===== config.mk =====
export PLATFORM = sky130hd
export DESIGN_NAME = binary_min_heap_queue_unit_flat
export DESIGN_NICKNAME = d
export VERILOG_FILES = /design/src/hdl/bmhq_pkg.sv /design/src/hdl/bmhq_in_if.sv /design/src/hdl/bmhq_out_if.sv /design/src/hdl/bmhq_ram.sv /design/src/hdl/binary_min_heap_queue_unit.sv /design/src/flat_wrapper.sv
export VERILOG_INCLUDE_DIRS = /design/src /design/src/hdl
export SDC_FILE = /design/constraint.sdc
export NUM_CORES = 2
export LEC_CHECK = 0
export BUFFER_PORTS_ARGS = -buffer_cell sky130_fd_sc_hd__buf_4
export CORE_MARGIN = 2
export CORE_UTILIZATION = 23
export DETAILED_ROUTE_END_ITERATION = 16
export PLACE_DENSITY_LB_ADDON = 0.12
export REMOVE_ABC_BUFFERS = 1
export SLEW_MARGIN = 20
export SYNTH_ARGS = -nofsm -noshare
export SYNTH_HDL_FRONTEND = slang
export SYNTH_HIERARCHICAL = 1
export SYNTH_SLANG_ARGS = --single-unit

===== constraint.sdc =====
create_clock -name i_clk -period 12.58 [get_ports i_clk]
set_clock_uncertainty 0.2 [all_clocks]
set_input_delay 0 -clock i_clk [delete_from_list [all_inputs] [get_ports i_clk]]
set_output_delay 0 -clock i_clk [all_outputs]
set_load 0.005 [all_outputs]

===== src/hdl/assert_macros.svh =====
// ----------------------------------------------------------------------------
// Assertion macros
// Shared concurrent assertion forms, clocked and disabled during reset.
// ----------------------------------------------------------------------------
`ifndef ASSERT_MACROS_SVH
`define ASSERT_MACROS_SVH

// check a condition at every clock edge out of reset
`define ASSERT_ALWAYS(label, clk, rst_n, cond, msg) \
    label: assert property (@(posedge clk) disable iff (!rst_n) (cond)) else $error(msg);

// check a consequence in the same cycle as its trigger
`define ASSERT_IMPL(label, clk, rst_n, ante, cons, msg) \
    label: assert property (@(posedge clk) disable iff (!rst_n) (ante) |-> (cons)) \
        else $error(msg);

// check a consequence in the cycle after its trigger
`define ASSERT_NEXT(label, clk, rst_n, ante, cons, msg) \
    label: assert property (@(posedge clk) disable iff (!rst_n) (ante) |=> (cons)) \
        else $error(msg);

`endif


===== src/hdl/bmhq_pkg.sv =====
// ----------------------------------------------------------------------------
// Min-heap queue package
// Default sizes and result status codes of the heap queue.
// ----------------------------------------------------------------------------
package bmhq_pkg;

    localparam int BMHQ_CAPACITY    = 64;
    localparam int BMHQ_KEY_BITS    = 16;
    localparam int BMHQ_HANDLE_BITS = 16;
    localparam int STATUS_BITS      = 2;

    typedef enum logic [STATUS_BITS-1:0] {
        ST_DONE  = 2'd0,
        ST_EMPTY = 2'd1,
        ST_FULL  = 2'd2
    } t_status;

endpackage


===== src/hdl/bmhq_in_if.sv =====
// ----------------------------------------------------------------------------
// Heap queue request channel
// Valid/ready channel carrying one push or pop request.
// ----------------------------------------------------------------------------
interface bmhq_in_if #(
    parameter int KEY_W    = 16,
    parameter int HANDLE_W = 16
);
    logic                valid;
    logic                ready;
    logic                mode;
    logic [KEY_W-1:0]    key;
    logic [HANDLE_W-1:0] handle;

    modport source (output valid, output mode, output key, output handle, input ready);
    modport sink   (input valid, input mode, input key, input handle, output ready);
endinterface


===== src/hdl/bmhq_out_if.sv =====
// ----------------------------------------------------------------------------
// Heap queue result channel
// Valid/ready channel carrying one result per request.
// ----------------------------------------------------------------------------
interface bmhq_out_if #(
    parameter int KEY_W    = 16,
    parameter int HANDLE_W = 16,
    parameter int CNT_W    = 7
);
    import bmhq_pkg::*;

    logic                   valid;
    logic                   ready;
    logic [KEY_W-1:0]       out_key;
    logic [HANDLE_W-1:0]    out_handle;
    logic [STATUS_BITS-1:0] status;
    logic [CNT_W-1:0]       occupancy;

    modport source (output valid, output out_key, output out_handle, output status,
                    output occupancy, input ready);
    modport sink   (input valid, input out_key, input out_handle, input status,
                    input occupancy, output ready);
endinterface


===== src/hdl/bmhq_ram.sv =====
// ----------------------------------------------------------------------------
// Generic simple dual-port RAM
// One write port and one read port, read data registered.
// ----------------------------------------------------------------------------
module bmhq_ram #(
    parameter int WIDTH = 32,
    parameter int DEPTH = 64
) (
    input  logic                     i_clk,
    input  logic                     i_we,
    input  logic [$clog2(DEPTH)-1:0] i_waddr,
    input  logic [WIDTH-1:0]         i_wdata,
    input  logic [$clog2(DEPTH)-1:0] i_raddr,
    output logic [WIDTH-1:0]         o_rdata
);
    logic [WIDTH-1:0] mem [DEPTH];
    logic [WIDTH-1:0] r_rdata;

    // write and registered read; a same-address read returns the old word
    always_ff @(posedge i_clk) begin
        if (i_we) begin
            mem[i_waddr] <= i_wdata;
        end
        r_rdata <= mem[i_raddr];
    end

    assign o_rdata = r_rdata;
endmodule


===== src/hdl/binary_min_heap_queue_unit.sv =====
// ----------------------------------------------------------------------------
// Binary min-heap priority queue
// Fixed-capacity heap of (key, handle) entries held in one RAM; push sifts
// up from the tail, pop returns the root and sifts the last entry down.
// ----------------------------------------------------------------------------
//  channel  dir  payload                              transfer
//  i_req    in   mode, key, handle                    valid & ready
//  o_rsp    out  out_key, out_handle, status, occup.  valid & ready
//
//  Push into an empty or full heap and pop on an empty one answer from idle; else
//  push climbs a level per parent compare and pop reads the root, the last entry
//  if one remains, then per node the left and any right child, and places the
//  entry in the final hole. Reset clears state, count and result valid; RAM stays
//  undefined, as only slots below the count are read. i_req.ready is high in idle
//  when the result register is free or drains in the same cycle.
// ----------------------------------------------------------------------------
`include "assert_macros.svh"

module binary_min_heap_queue_unit #(
    parameter int CAPACITY    = bmhq_pkg::BMHQ_CAPACITY,
    parameter int KEY_BITS    = bmhq_pkg::BMHQ_KEY_BITS,
    parameter int HANDLE_BITS = bmhq_pkg::BMHQ_HANDLE_BITS
) (
    input  logic         i_clk,
    input  logic         i_rst_n,
    bmhq_in_if.sink      i_req,
    bmhq_out_if.source   o_rsp
);
    import bmhq_pkg::*;

    localparam int AW = $clog2(CAPACITY);
    localparam int CW = $clog2(CAPACITY + 1);
    localparam int LW = AW + 1;
    localparam int EW = KEY_BITS + HANDLE_BITS;

    typedef enum logic [6:0] {
        S_IDLE     = 7'b0000001,
        S_POP_ROOT = 7'b0000010,
        S_POP_LAST = 7'b0000100,
        S_UP       = 7'b0001000,
        S_DN_LEFT  = 7'b0010000,
        S_DN_RIGHT = 7'b0100000,
        S_PLACE    = 7'b1000000
    } t_state;

    t_state r_state, n_state;
    logic [CW-1:0] r_cnt, n_cnt;
    logic [AW-1:0] r_pos, n_pos;
    logic [AW-1:0] r_par, n_par;
    logic          r_op, n_op;
    logic [EW-1:0] r_cur, n_cur;
    logic [EW-1:0] r_left, n_left;
    logic [EW-1:0] r_root, n_root;

    logic                   r_out_valid, n_out_valid;
    logic [KEY_BITS-1:0]    r_out_key, n_out_key;
    logic [HANDLE_BITS-1:0] r_out_handle, n_out_handle;
    t_status                r_out_status, n_out_status;
    logic [CW-1:0]          r_out_occ, n_out_occ;

    logic          ram_we;
    logic [AW-1:0] ram_waddr;
    logic [EW-1:0] ram_wdata;
    logic [AW-1:0] ram_raddr;
    logic [EW-1:0] rd_data;

    logic          in_fire;
    logic          out_free;
    logic [AW-1:0] tail_pos;
    logic [AW-1:0] par_pos;
    logic [AW-1:0] grand_pos;
    logic [LW-1:0] dn_left, dn_right, dn_idx, dn_nxt_left;
    logic          dn_take_right, dn_has_right, dn_swap;
    logic [EW-1:0] dn_pick;
    logic          up_swap;

    // entry RAM: key in the upper bits, handle below
    bmhq_ram #(
        .WIDTH (EW),
        .DEPTH (CAPACITY)
    ) u_ram (
        .i_clk   (i_clk),
        .i_we    (ram_we),
        .i_waddr (ram_waddr),
        .i_wdata (ram_wdata),
        .i_raddr (ram_raddr),
        .o_rdata (rd_data)
    );

    // handshake
    assign out_free    = !r_out_valid || o_rsp.ready;
    assign i_req.ready = (r_state == S_IDLE) && out_free;
    assign in_fire     = i_req.valid && i_req.ready;

    // index arithmetic
    assign tail_pos  = r_cnt[AW-1:0];
    assign par_pos   = (tail_pos - AW'(1)) >> 1;
    assign grand_pos = (r_par - AW'(1)) >> 1;
    assign up_swap   = r_cur[EW-1:HANDLE_BITS] < rd_data[EW-1:HANDLE_BITS];

    // child selection: left on ties, then swap only if strictly less
    assign dn_left       = {r_pos, 1'b1};
    assign dn_right      = dn_left + LW'(1);
    assign dn_has_right  = dn_right < LW'(r_cnt);
    assign dn_take_right = (r_state == S_DN_RIGHT) &&
                           (rd_data[EW-1:HANDLE_BITS] < r_left[EW-1:HANDLE_BITS]);
    assign dn_pick       = ((r_state == S_DN_RIGHT) && !dn_take_right) ? r_left : rd_data;
    assign dn_idx        = dn_take_right ? dn_right : dn_left;
    assign dn_nxt_left   = {dn_idx[AW-1:0], 1'b1};
    assign dn_swap       = dn_pick[EW-1:HANDLE_BITS] < r_cur[EW-1:HANDLE_BITS];

    // sequencer
    always_comb begin
        n_state      = r_state;
        n_cnt        = r_cnt;
        n_pos        = r_pos;
        n_par        = r_par;
        n_op         = r_op;
        n_cur        = r_cur;
        n_left       = r_left;
        n_root       = r_root;
        n_out_valid  = r_out_valid && !o_rsp.ready;
        n_out_key    = r_out_key;
        n_out_handle = r_out_handle;
        n_out_status = r_out_status;
        n_out_occ    = r_out_occ;
        ram_we       = 1'b0;
        ram_waddr    = r_pos;
        ram_wdata    = r_cur;
        ram_raddr    = r_par;

        case (r_state)
            S_IDLE: begin
                if (in_fire) begin
                    n_op         = i_req.mode;
                    n_out_key    = '0;
                    n_out_handle = '0;
                    n_out_status = ST_DONE;
                    n_out_occ    = r_cnt;
                    if (!i_req.mode) begin
                        if (r_cnt == CW'(CAPACITY)) begin
                            // refuse push on full heap
                            n_out_valid  = 1'b1;
                            n_out_status = ST_FULL;
                        end else begin
                            n_cur = {i_req.key, i_req.handle};
                            n_pos = tail_pos;
                            n_cnt = r_cnt + CW'(1);
                            if (r_cnt == '0) begin
                                // first entry goes straight to the root
                                ram_we      = 1'b1;
                                ram_waddr   = '0;
                                ram_wdata   = {i_req.key, i_req.handle};
                                n_out_valid = 1'b1;
                                n_out_occ   = r_cnt + CW'(1);
                            end else begin
                                ram_raddr = par_pos;
                                n_par     = par_pos;
                                n_state   = S_UP;
                            end
                        end
                    end else begin
                        if (r_cnt == '0) begin
                            n_out_valid  = 1'b1;
                            n_out_status = ST_EMPTY;
                        end else begin
                            ram_raddr = '0;
                            n_cnt     = r_cnt - CW'(1);
                            n_state   = S_POP_ROOT;
                        end
                    end
                end
            end

            S_POP_ROOT: begin
                n_root = rd_data;
                if (r_cnt == '0) begin
                    n_out_valid  = 1'b1;
                    n_out_key    = rd_data[EW-1:HANDLE_BITS];
                    n_out_handle = rd_data[HANDLE_BITS-1:0];
                    n_out_occ    = r_cnt;
                    n_state      = S_IDLE;
                end else begin
                    // fetch the last entry, now one past the count
                    ram_raddr = tail_pos;
                    n_state   = S_POP_LAST;
                end
            end

            S_POP_LAST: begin
                n_cur = rd_data;
                n_pos = '0;
                if (r_cnt == CW'(1)) begin
                    ram_we       = 1'b1;
                    ram_waddr    = '0;
                    ram_wdata    = rd_data;
                    n_out_valid  = 1'b1;
                    n_out_key    = r_root[EW-1:HANDLE_BITS];
                    n_out_handle = r_root[HANDLE_BITS-1:0];
                    n_out_occ    = r_cnt;
                    n_state      = S_IDLE;
                end else begin
                    ram_raddr = AW'(1);
                    n_state   = S_DN_LEFT;
                end
            end

            S_UP: begin
                if (up_swap) begin
                    // move parent down into the hole, climb one level
                    ram_we    = 1'b1;
                    ram_waddr = r_pos;
                    ram_wdata = rd_data;
                    n_pos     = r_par;
                    if (r_par == '0) begin
                        n_state = S_PLACE;
                    end else begin
                        ram_raddr = grand_pos;
                        n_par     = grand_pos;
                    end
                end else begin
                    ram_we      = 1'b1;
                    n_out_valid = 1'b1;
                    n_out_occ   = r_cnt;
                    n_state     = S_IDLE;
                end
            end

            S_DN_LEFT, S_DN_RIGHT: begin
                if ((r_state == S_DN_LEFT) && dn_has_right) begin
                    // hold left child, fetch right child
                    n_left    = rd_data;
                    ram_raddr = dn_right[AW-1:0];
                    n_state   = S_DN_RIGHT;
                end else if (dn_swap) begin
                    // move chosen child up into the hole, descend one level
                    ram_we    = 1'b1;
                    ram_waddr = r_pos;
                    ram_wdata = dn_pick;
                    n_pos     = dn_idx[AW-1:0];
                    if (dn_nxt_left < LW'(r_cnt)) begin
                        ram_raddr = dn_nxt_left[AW-1:0];
                        n_state   = S_DN_LEFT;
                    end else begin
                        n_state = S_PLACE;
                    end
                end else begin
                    ram_we       = 1'b1;
                    n_out_valid  = 1'b1;
                    n_out_key    = r_root[EW-1:HANDLE_BITS];
                    n_out_handle = r_root[HANDLE_BITS-1:0];
                    n_out_occ    = r_cnt;
                    n_state      = S_IDLE;
                end
            end

            S_PLACE: begin
                // drop the held entry into the final hole
                ram_we      = 1'b1;
                n_out_valid = 1'b1;
                n_out_occ   = r_cnt;
                if (r_op) begin
                    n_out_key    = r_root[EW-1:HANDLE_BITS];
                    n_out_handle = r_root[HANDLE_BITS-1:0];
                end
                n_state = S_IDLE;
            end

            default: begin
                n_state = S_IDLE;
            end
        endcase
    end

    // control registers
    always_ff @(posedge i_clk) begin
        if (!i_rst_n) begin
            r_state     <= S_IDLE;
            r_cnt       <= '0;
            r_out_valid <= 1'b0;
        end else begin
            r_state     <= n_state;
            r_cnt       <= n_cnt;
            r_out_valid <= n_out_valid;
        end
    end

    // payload registers
    always_ff @(posedge i_clk) begin
        r_pos        <= n_pos;
        r_par        <= n_par;
        r_op         <= n_op;
        r_cur        <= n_cur;
        r_left       <= n_left;
        r_root       <= n_root;
        r_out_key    <= n_out_key;
        r_out_handle <= n_out_handle;
        r_out_status <= n_out_status;
        r_out_occ    <= n_out_occ;
    end

    assign o_rsp.valid      = r_out_valid;
    assign o_rsp.out_key    = r_out_key;
    assign o_rsp.out_handle = r_out_handle;
    assign o_rsp.status     = r_out_status;
    assign o_rsp.occupancy  = r_out_occ;

    // checks
    `ASSERT_ALWAYS(a_cnt_range, i_clk, i_rst_n, r_cnt <= CW'(CAPACITY), "count above capacity")
    `ASSERT_IMPL(a_busy_no_rsp, i_clk, i_rst_n, r_state != S_IDLE, !r_out_valid, "result pending while busy")
    `ASSERT_IMPL(a_we_owner, i_clk, i_rst_n, ram_we, (r_state != S_IDLE) || in_fire, "RAM write while idle")
    `ASSERT_NEXT(a_cnt_hold, i_clk, i_rst_n, !in_fire, $stable(r_cnt), "count moved without request")

endmodule


===== src/flat_wrapper.sv =====
// flat-port wrapper written by rule: the top's interface ports become plain ports
module binary_min_heap_queue_unit_flat import bmhq_pkg::*;
#(
    parameter int CAPACITY    = bmhq_pkg::BMHQ_CAPACITY,
    parameter int KEY_BITS    = bmhq_pkg::BMHQ_KEY_BITS,
    parameter int HANDLE_BITS = bmhq_pkg::BMHQ_HANDLE_BITS
)
  (i_clk, i_rst_n, i_req_valid, i_req_mode, i_req_key, i_req_handle, i_req_ready, o_rsp_valid, o_rsp_out_key, o_rsp_out_handle, o_rsp_status, o_rsp_occupancy, o_rsp_ready);
  bmhq_in_if #(.KEY_W((BMHQ_KEY_BITS)), .HANDLE_W((BMHQ_HANDLE_BITS))) i_req_i ();
  bmhq_out_if #(.KEY_W((BMHQ_KEY_BITS)), .HANDLE_W((BMHQ_HANDLE_BITS)), .CNT_W(($clog2(BMHQ_CAPACITY + 1)))) o_rsp_i ();
  input  logic i_clk;
  input  logic i_rst_n;
  input wire logic [$bits(i_req_i.valid)-1:0] i_req_valid;
  input wire logic [$bits(i_req_i.mode)-1:0] i_req_mode;
  input wire logic [$bits(i_req_i.key)-1:0] i_req_key;
  input wire logic [$bits(i_req_i.handle)-1:0] i_req_handle;
  output wire logic [$bits(i_req_i.ready)-1:0] i_req_ready;
  output wire logic [$bits(o_rsp_i.valid)-1:0] o_rsp_valid;
  output wire logic [$bits(o_rsp_i.out_key)-1:0] o_rsp_out_key;
  output wire logic [$bits(o_rsp_i.out_handle)-1:0] o_rsp_out_handle;
  output wire logic [$bits(o_rsp_i.status)-1:0] o_rsp_status;
  output wire logic [$bits(o_rsp_i.occupancy)-1:0] o_rsp_occupancy;
  input wire logic [$bits(o_rsp_i.ready)-1:0] o_rsp_ready;
  assign i_req_i.valid = i_req_valid;
  assign i_req_i.mode = i_req_mode;
  assign i_req_i.key = i_req_key;
  assign i_req_i.handle = i_req_handle;
  assign i_req_ready = i_req_i.ready;
  assign o_rsp_valid = o_rsp_i.valid;
  assign o_rsp_out_key = o_rsp_i.out_key;
  assign o_rsp_out_handle = o_rsp_i.out_handle;
  assign o_rsp_status = o_rsp_i.status;
  assign o_rsp_occupancy = o_rsp_i.occupancy;
  assign o_rsp_i.ready = o_rsp_ready;
  binary_min_heap_queue_unit #(.CAPACITY(CAPACITY), .KEY_BITS(KEY_BITS), .HANDLE_BITS(HANDLE_BITS)) u_core (.i_clk(i_clk), .i_rst_n(i_rst_n), .i_req(i_req_i), .o_rsp(o_rsp_i));
endmodule

=== Word-level counts from Yosys, hierarchy flattened ===
Memories as Yosys holds them, arrays and structs flattened. A register that Yosys moved wholly into a read port is not among the register bits.
Index checks and enable logic that the tools add are counted.

* Flip-flop bits (word level): 165
* Latch bits: 0
* RAM bits: 2048
* Bits in read-only memories: 0
* Bits of input ports: 37
* Output and inout bits: 43
* Memories kept: 1

* $add $sub $neg: 5
* Multiply operators: 0
* Div/mod/pow operators: 0
* $lt $le $gt $ge: 5
* Eq/ne operators: 25
* Shift-type cells: 0
* Multiplexer cells: 104
* Bitwise logic cells: 0
* Reductions and logical operators: 28

{| class="wikitable"
|+ Memory list
! memory !! words !! bits a word !! rd ports !! clocked after memory_dff !! wr ports !! RTL line !! source
|-
| u_core.u_ram.mem || 64 || 32 || 1 || 1 || 1 || bmhq_ram.sv:16 || <nowiki>logic [WIDTH-1:0] mem [DEPTH];</nowiki>
|}

{| class="wikitable"
|+ Operators by type and width
! operator !! count
|-
| two-way mux 32 bit || 12
|-
| two-way mux 16 bit || 11
|-
| one-hot mux 16 bit (5 select lines) || 2
|-
| two-way mux 6 bit || 26
|-
| two-way mux 7 bit || 22
|-
| one-hot mux 32 bit (4 select lines) || 1
|-
| one-hot mux 32 bit (2 select lines) || 1
|-
| < comparator 16 bit || 3
|-
| one-hot mux 7 bit (6 select lines) || 1
|-
| one-hot mux 7 bit (5 select lines) || 1
|-
| one-hot mux 6 bit (5 select lines) || 1
|-
| one-hot mux 6 bit (2 select lines) || 2
|-
| one-hot mux 6 bit (4 select lines) || 1
|-
| AND reduction 7 bit || 3
|-
| two-way mux 1 bit || 17
|-
| inequality test 2 bit (second input constant) || 8
|-
| adder 7 x 1 -> 7 bit (second input constant) || 2
|-
| equality test 7 x 1 -> 1 bit (second input constant) || 2
|-
| equality test 7 bit (second input constant) || 2
|-
| < comparator 7 bit || 2
|-
| inequality test 2 x 1 -> 1 bit (second input constant) || 6
|-
| AND reduction 4 bit || 3
|-
| subtractor 6 x 1 -> 6 bit (second input constant) || 2
|-
| equality test 7 x 2 -> 1 bit (second input constant) || 1
|-
| 23 further kinds || 35
|}

=== Depth between registers and ports, before layout ===
* Depth in word-level cells: 9
* Mapped depth: 31
* Gate-level depth less buffers: 23

=== By module ===
The synthesis kept the hierarchy.

{| class="wikitable"
|+ Modules (own cells, without submodules)
! module !! instances !! cells an instance !! area each (sq um)
|-
| bmhq_ram || 1 || 3511 || 79039.6
|-
| binary_min_heap_queue_unit || 1 || 1015 || 9957.0
|}

=== Worst setup path before layout ===
OpenSTA, ideal clock, no wires.

* Kind: reg-to-reg
* Start: register u_core.r_left[22]
* End: memory u_core.u_ram.mem[0][17] (data pin)
* Library setup time: 0.720 ns
* Data arrival time: 6.869 ns
* Required time: 11.660 ns
* Path slack: 4.791 ns
* Cell stages (with the launch flop): 21
* Period minus slack after synthesis: 7.789 ns
* Path through: edfxtp_1 inv_1 ha_1 a21o_1 a211oi_1 o21a_1 o21ai_0 nand2b_1 clkbuf_1 clkbuf_1 nand2_1 o21ai_0 ha_1 a211oi_1 o21ai_1 a221oi_2 nand4_1 a221o_1 a221oi_2 a2111oi_0 a211oi_1

* Word-level cells in the longest chain between the ends: 9

{| class="wikitable"
|+ Ends and longest elaborated chain
! element !! RTL line !! source
|-
| from (decl) || binary_min_heap_queue_unit.sv:52 || <nowiki>logic [EW-1:0] r_left, n_left;</nowiki>
|-
| from (signal assigned) || binary_min_heap_queue_unit.sv:294 || <nowiki>r_left <= n_left;</nowiki>
|-
| < comparator 16 bit || binary_min_heap_queue_unit.sv:106 || <nowiki>(rd_data[EW-1:HANDLE_BITS] < r_left[EW-1:HANDLE_BITS]);</nowiki>
|-
| logical AND 1 bit || binary_min_heap_queue_unit.sv:105 || <nowiki>assign dn_take_right = (r_state == S_DN_RIGHT) &&</nowiki>
|-
| zero test 1 bit || binary_min_heap_queue_unit.sv:107 || <nowiki>assign dn_pick = ((r_state == S_DN_RIGHT) && !dn_take_right) ? r_left : rd_data;</nowiki>
|-
| logical AND 1 bit || binary_min_heap_queue_unit.sv:107 ||
|-
| two-way mux 32 bit * || binary_min_heap_queue_unit.sv:107 ||
|-
| < comparator 16 bit || binary_min_heap_queue_unit.sv:110 || <nowiki>assign dn_swap = dn_pick[EW-1:HANDLE_BITS] < r_cur[EW-1:HANDLE_BITS];</nowiki>
|-
| two-way mux 32 bit * || binary_min_heap_queue_unit.sv:235 || <nowiki>end else if (dn_swap) begin</nowiki>
|-
| two-way mux 32 bit * || binary_min_heap_queue_unit.sv:230 || <nowiki>if ((r_state == S_DN_LEFT) && dn_has_right) begin</nowiki>
|-
| one-hot mux 32 bit (4 select lines) * || binary_min_heap_queue_unit.sv:132 || <nowiki>case (r_state)</nowiki>
|-
| via u_core.ram_wdata[17] || binary_min_heap_queue_unit.sv:63 || <nowiki>logic [EW-1:0] ram_wdata;</nowiki>
|-
| to (decl) || bmhq_ram.sv:16 ||
|}

Mark *: on every way through the listed nets, which the timed path passes. The rest lies on a longest branch.

=== Worst setup path in the final report ===
* Start: register u_core.u_ram.r_rdata[20], in the netlist u_core/u_ram/o_rdata[20] (read register of u_core.u_ram.mem)
* End: register u_core.u_ram.r_rdata[16], in the netlist u_core/u_ram/o_rdata[16] (read register of u_core.u_ram.mem)

* Word-level cells in the longest chain between the ends: 9
* Elaborated cells between the ends (all ways): 14

{| class="wikitable"
|+ Ends and longest elaborated chain
! element !! RTL line !! source
|-
| from (decl) || bmhq_ram.sv:17 || <nowiki>logic [WIDTH-1:0] r_rdata;</nowiki>
|-
| < comparator 16 bit || binary_min_heap_queue_unit.sv:106 ||
|-
| logical AND 1 bit || binary_min_heap_queue_unit.sv:105 ||
|-
| zero test 1 bit || binary_min_heap_queue_unit.sv:107 ||
|-
| logical AND 1 bit || binary_min_heap_queue_unit.sv:107 ||
|-
| two-way mux 32 bit || binary_min_heap_queue_unit.sv:107 ||
|-
| < comparator 16 bit || binary_min_heap_queue_unit.sv:110 ||
|-
| two-way mux 6 bit || binary_min_heap_queue_unit.sv:235 ||
|-
| two-way mux 6 bit || binary_min_heap_queue_unit.sv:230 ||
|-
| one-hot mux 6 bit (5 select lines) * || binary_min_heap_queue_unit.sv:132 ||
|-
| via u_core.ram_raddr[1] || binary_min_heap_queue_unit.sv:64 || <nowiki>logic [AW-1:0] ram_raddr;</nowiki>
|}

Marked as above.
A chain may end at the register's enable or synchronous reset.

==> metrics.md <==
| Metric | Value |
|---|---|
| Via count | `47256` |
| Hold Path End | `u_core/u_ram/mem[33][1]` |
| Unique masters post-synth | `between 80 and 90` |
| # DRC | `0` |
| Largest net degree at the start of global routing | `82` |
| R2r setup slk | `3140 ps` |
| Setup Buffers After CTS | `0` |
| Slew @ Worst Pin | `1174 ps` |
| IO Count | `80` |
| Layout cells sized above 1 | `a little under a quarter` |
| Setup WS pre-CTS | `~3100 ps` |
| GRT busiest layer | `met2` |
| Storage element area | `0.06694 mm²` |
| Starting Density | `a little under a quarter` |
| Final #Nets | `about 5000` |
| Initial antenna violation count | `39` |
| Site row count | `228` |
| FF-to-FF Start | `u_core/u_ram/o_rdata[20]` |
| Post-synth top cells | `edfxtp_1 (2198), mux4_2 (446), nand2_1 (203)` |
| Mapped Area | `~0.09 mm²` |
| Hold_sp | `i_req_handle[1]` |
| Root Buffer | `clkbuf_16` |
| Yosys reg bits | `~2200` |
| Sequential area share after synthesis | `approximately three quarters` |
| Final WS setup | `approximately 3100 ps` |
| Routed WL per cell | `31.22 µm` |
| RSZ-0062 raised after global routing | `false` |
| Post-CTS sizing | `0` |
| CTS Buf Count | `268` |
| Clock transition at path regs | `60 ps` |
| R2r endpoint | `u_core/u_ram/o_rdata[16]` |
| Fillers | `around 38000` |
| M2 GR Usage | `approximately 26%` |
| Synth top area cells | `edfxtp_1 (74%), mux4_2 (11%), mux2i_1 (2.2%), a22oi_1 (1.2%), dfxtp_1 (1.1%)` |
| Hold Violations, Final | `0` |
| Relative slew slack | `a little over a fifth` |
| Startpoint types | `flop` |
| Count leader, synth | `edfxtp_1` |
| CTS Buffer Depth | `4` |
| Core ar. | `0.3854 mm²` |
| Crit path kind | `reg2reg` |
| WP data required | `13110 ps` |
| Drt pass-1 iters | `7` |
| Max frequency | `0.1059 GHz` |
| Post-layout instance area | `0.1060 mm²` |
| Final setup violation count | `0` |
| Slew Viols, Final | `0` |
| Die Ht | `around 630 µm` |
| Main synth FF type | `edfxtp_1` |
| Number of synthesized flops with an enable pin | `2198` |
| Met3 usage | `2.812%` |
| Die area | `slightly below 0.4 mm²` |
| Worst R2R Path Depth | `21` |
| Total GRT Usage | `~16%` |
| GPL Wtd Cong | `roughly 0.77` |
| TritonCTS clock tree | `done` |
| Max-cap viol count | `0` |
| Status | `complete, no violations` |
| Post-DP Area | `just under 0.1 mm²` |
| Critical Path AT | `about 10000 ps` |
| Hold Path Class | `in2reg` |
| Post-synth ARST share | `0%` |
| Vias in the first global route | `slightly below 50000` |
| Crit path from | `u_core/u_ram/o_rdata[20]` |
| DRT iter0 DRCs | `approximately 4600` |
| CTS H-tree depth | `5` |
| Post-Syn Area per Cell | `19.66 µm²` |
| Post-DR vias/cell | `about 4.6` |
| Met1 usage | `~22%` |
| Core Util, Final | `around 28%` |
| Die width | `between 600 and 700 µm` |
| Yosys top cell by area | `edfxtp_1` |
| Multi-input gate area | `~0.021 mm²` |
| Crit path capture type | `flop` |
| Port bufs | `79` |
| Minimum clock period | `around 9400 ps` |
| Syn. warnings | `6` |
| Mapped Cells | `around 4500` |
| Global-route wire length before repair | `433700 µm` |
| Final WL | `about 320000 µm` |
| Sinks on Clock Net | `between 2000 and 2500` |
| Synthesis-to-layout area growth | `19.14%` |
| DP Wirelength | `~180000 µm` |
| Worst hold stages | `6` |
| Crit path max fanout | `66` |
| Synth top area share | `between 70 and 80%` |
| Clk Latency, worst-skew pair | `~910 ps` |
| Gr ovfl total | `0` |
| Period utilization | `75.07%` |
| ANT nets after route | `0` |
==> final cells by class <==
cell class	instances	share of cell area (%)
clock inverters	112	1.041
clock buffers	364	6.800
inverters	82	0.2903
diodes	19	0.04484
flip-flops and latches	2245	63.14
well taps	5175	6.107
multi-input cells	1942	19.82
repair buffers	342	2.755
==> how the worst max path moves through the flow <==
stage | endpoint | slack [ps] | cells after the start
2_1_floorplan | u_core/u_ram/o_rdata[17] | -36120 | 21
3_3_place_gp | u_core/u_ram/o_rdata[13] | 2550 | 25
3_5_place_dp | u_core/u_ram/o_rdata[30] | 3120 | 20
4_1_cts | u_core/u_ram/o_rdata[27] | 3120 | 25
5_1_grt | u_core/u_ram/o_rdata[30] | 2700 | 20
6_report | u_core/u_ram/o_rdata[16] | 3140 | 21
==> metrics by stage <==
step	instances	setup TNS, ps	hold WS, ps
floorplan	4269	-1143130	-126.1
global placement	9707	0	26.03
detailed placement	9711	0	34.68
CTS	10262	0	241.0
global route	10273	0	316.5
finish	10281	0	283.0
==> worst max-delay path, stage by stage (launching register included) <==
cell	delay [ps]
dfxtp_1	930
ha_1	230
o21ai_0	80
o21a_1	210
o21ai_0	410
nand2b_1	410
o21ai_0	470
ha_1	320
o21ai_0	180
o21ai_1	90
a221oi_2	360
nand4_1	230
a221o_1	360
a221o_1	540
nor3b_1	240
a211oi_4	910
buf_12	460
nand2_1	630
buf_4	450
o221ai_1	820
o32a_1	400
nor2_1	150
==> state kept, by name, indices dropped and copies added (netlist names), 7 cells and up <==
name                     flops
u_core/r_cur                32
u_core/r_left               32
u_core/o_rsp.out_handle     16
u_core/r_state               7
u_core/o_rsp.occupancy       7
u_core/u_ram/mem          2048
u_core/o_rsp.out_key        16
u_core/r_cnt                 7
u_core/r_root               32
u_core/u_ram/o_rdata        32
==> metal layers <==
metal / up-vias / wire length [µm]
met5: - / 27
met4: 4 / 11360
met3: 412 / 18170
met2: 1343 / 148600
met1: 25917 / 142900
li1: 19580 / -
==> cells in the final DEF (no fill, tap or decap), types with 69 or more instances in the layout <==
master,n
edfxtp_1,2198
mux4_2,446
clkbuf_16,270
buf_4,253
nand2_1,202
mux2i_1,193
a22oi_1,139
o21ai_0,103
clkbuf_1,84
inv_1,80
dlygate4sd3_1,75
nand3_1,71
a21oi_1,69
nor2_4,69
==> cell families (layout without fill, tap and decap cells) <==
family,count (synthesis),count (layout),share of synthesized area (%)
and+or+nand+nor,570,570,3.034
adders and majority gates,62,62,0.8717
buffers and inverters,339,900,2.012
xor gates and xnor gates,16,16,0.1575
DFF,2245,2245,75.22
other,0,19,0
muxes,641,641,13.48
AOI/OAI and AO/OA,653,653,5.221
==> repair_timing <==
item	4_1_cts	5_1_grt
setup endpoints to repair	0	0
hold buffers	75	0
hold endpoints to repair	125	0
Power is left out: the tool's default activity adds up to more than one toggle a clock period on the data nets, which glitch-free logic cannot reach.
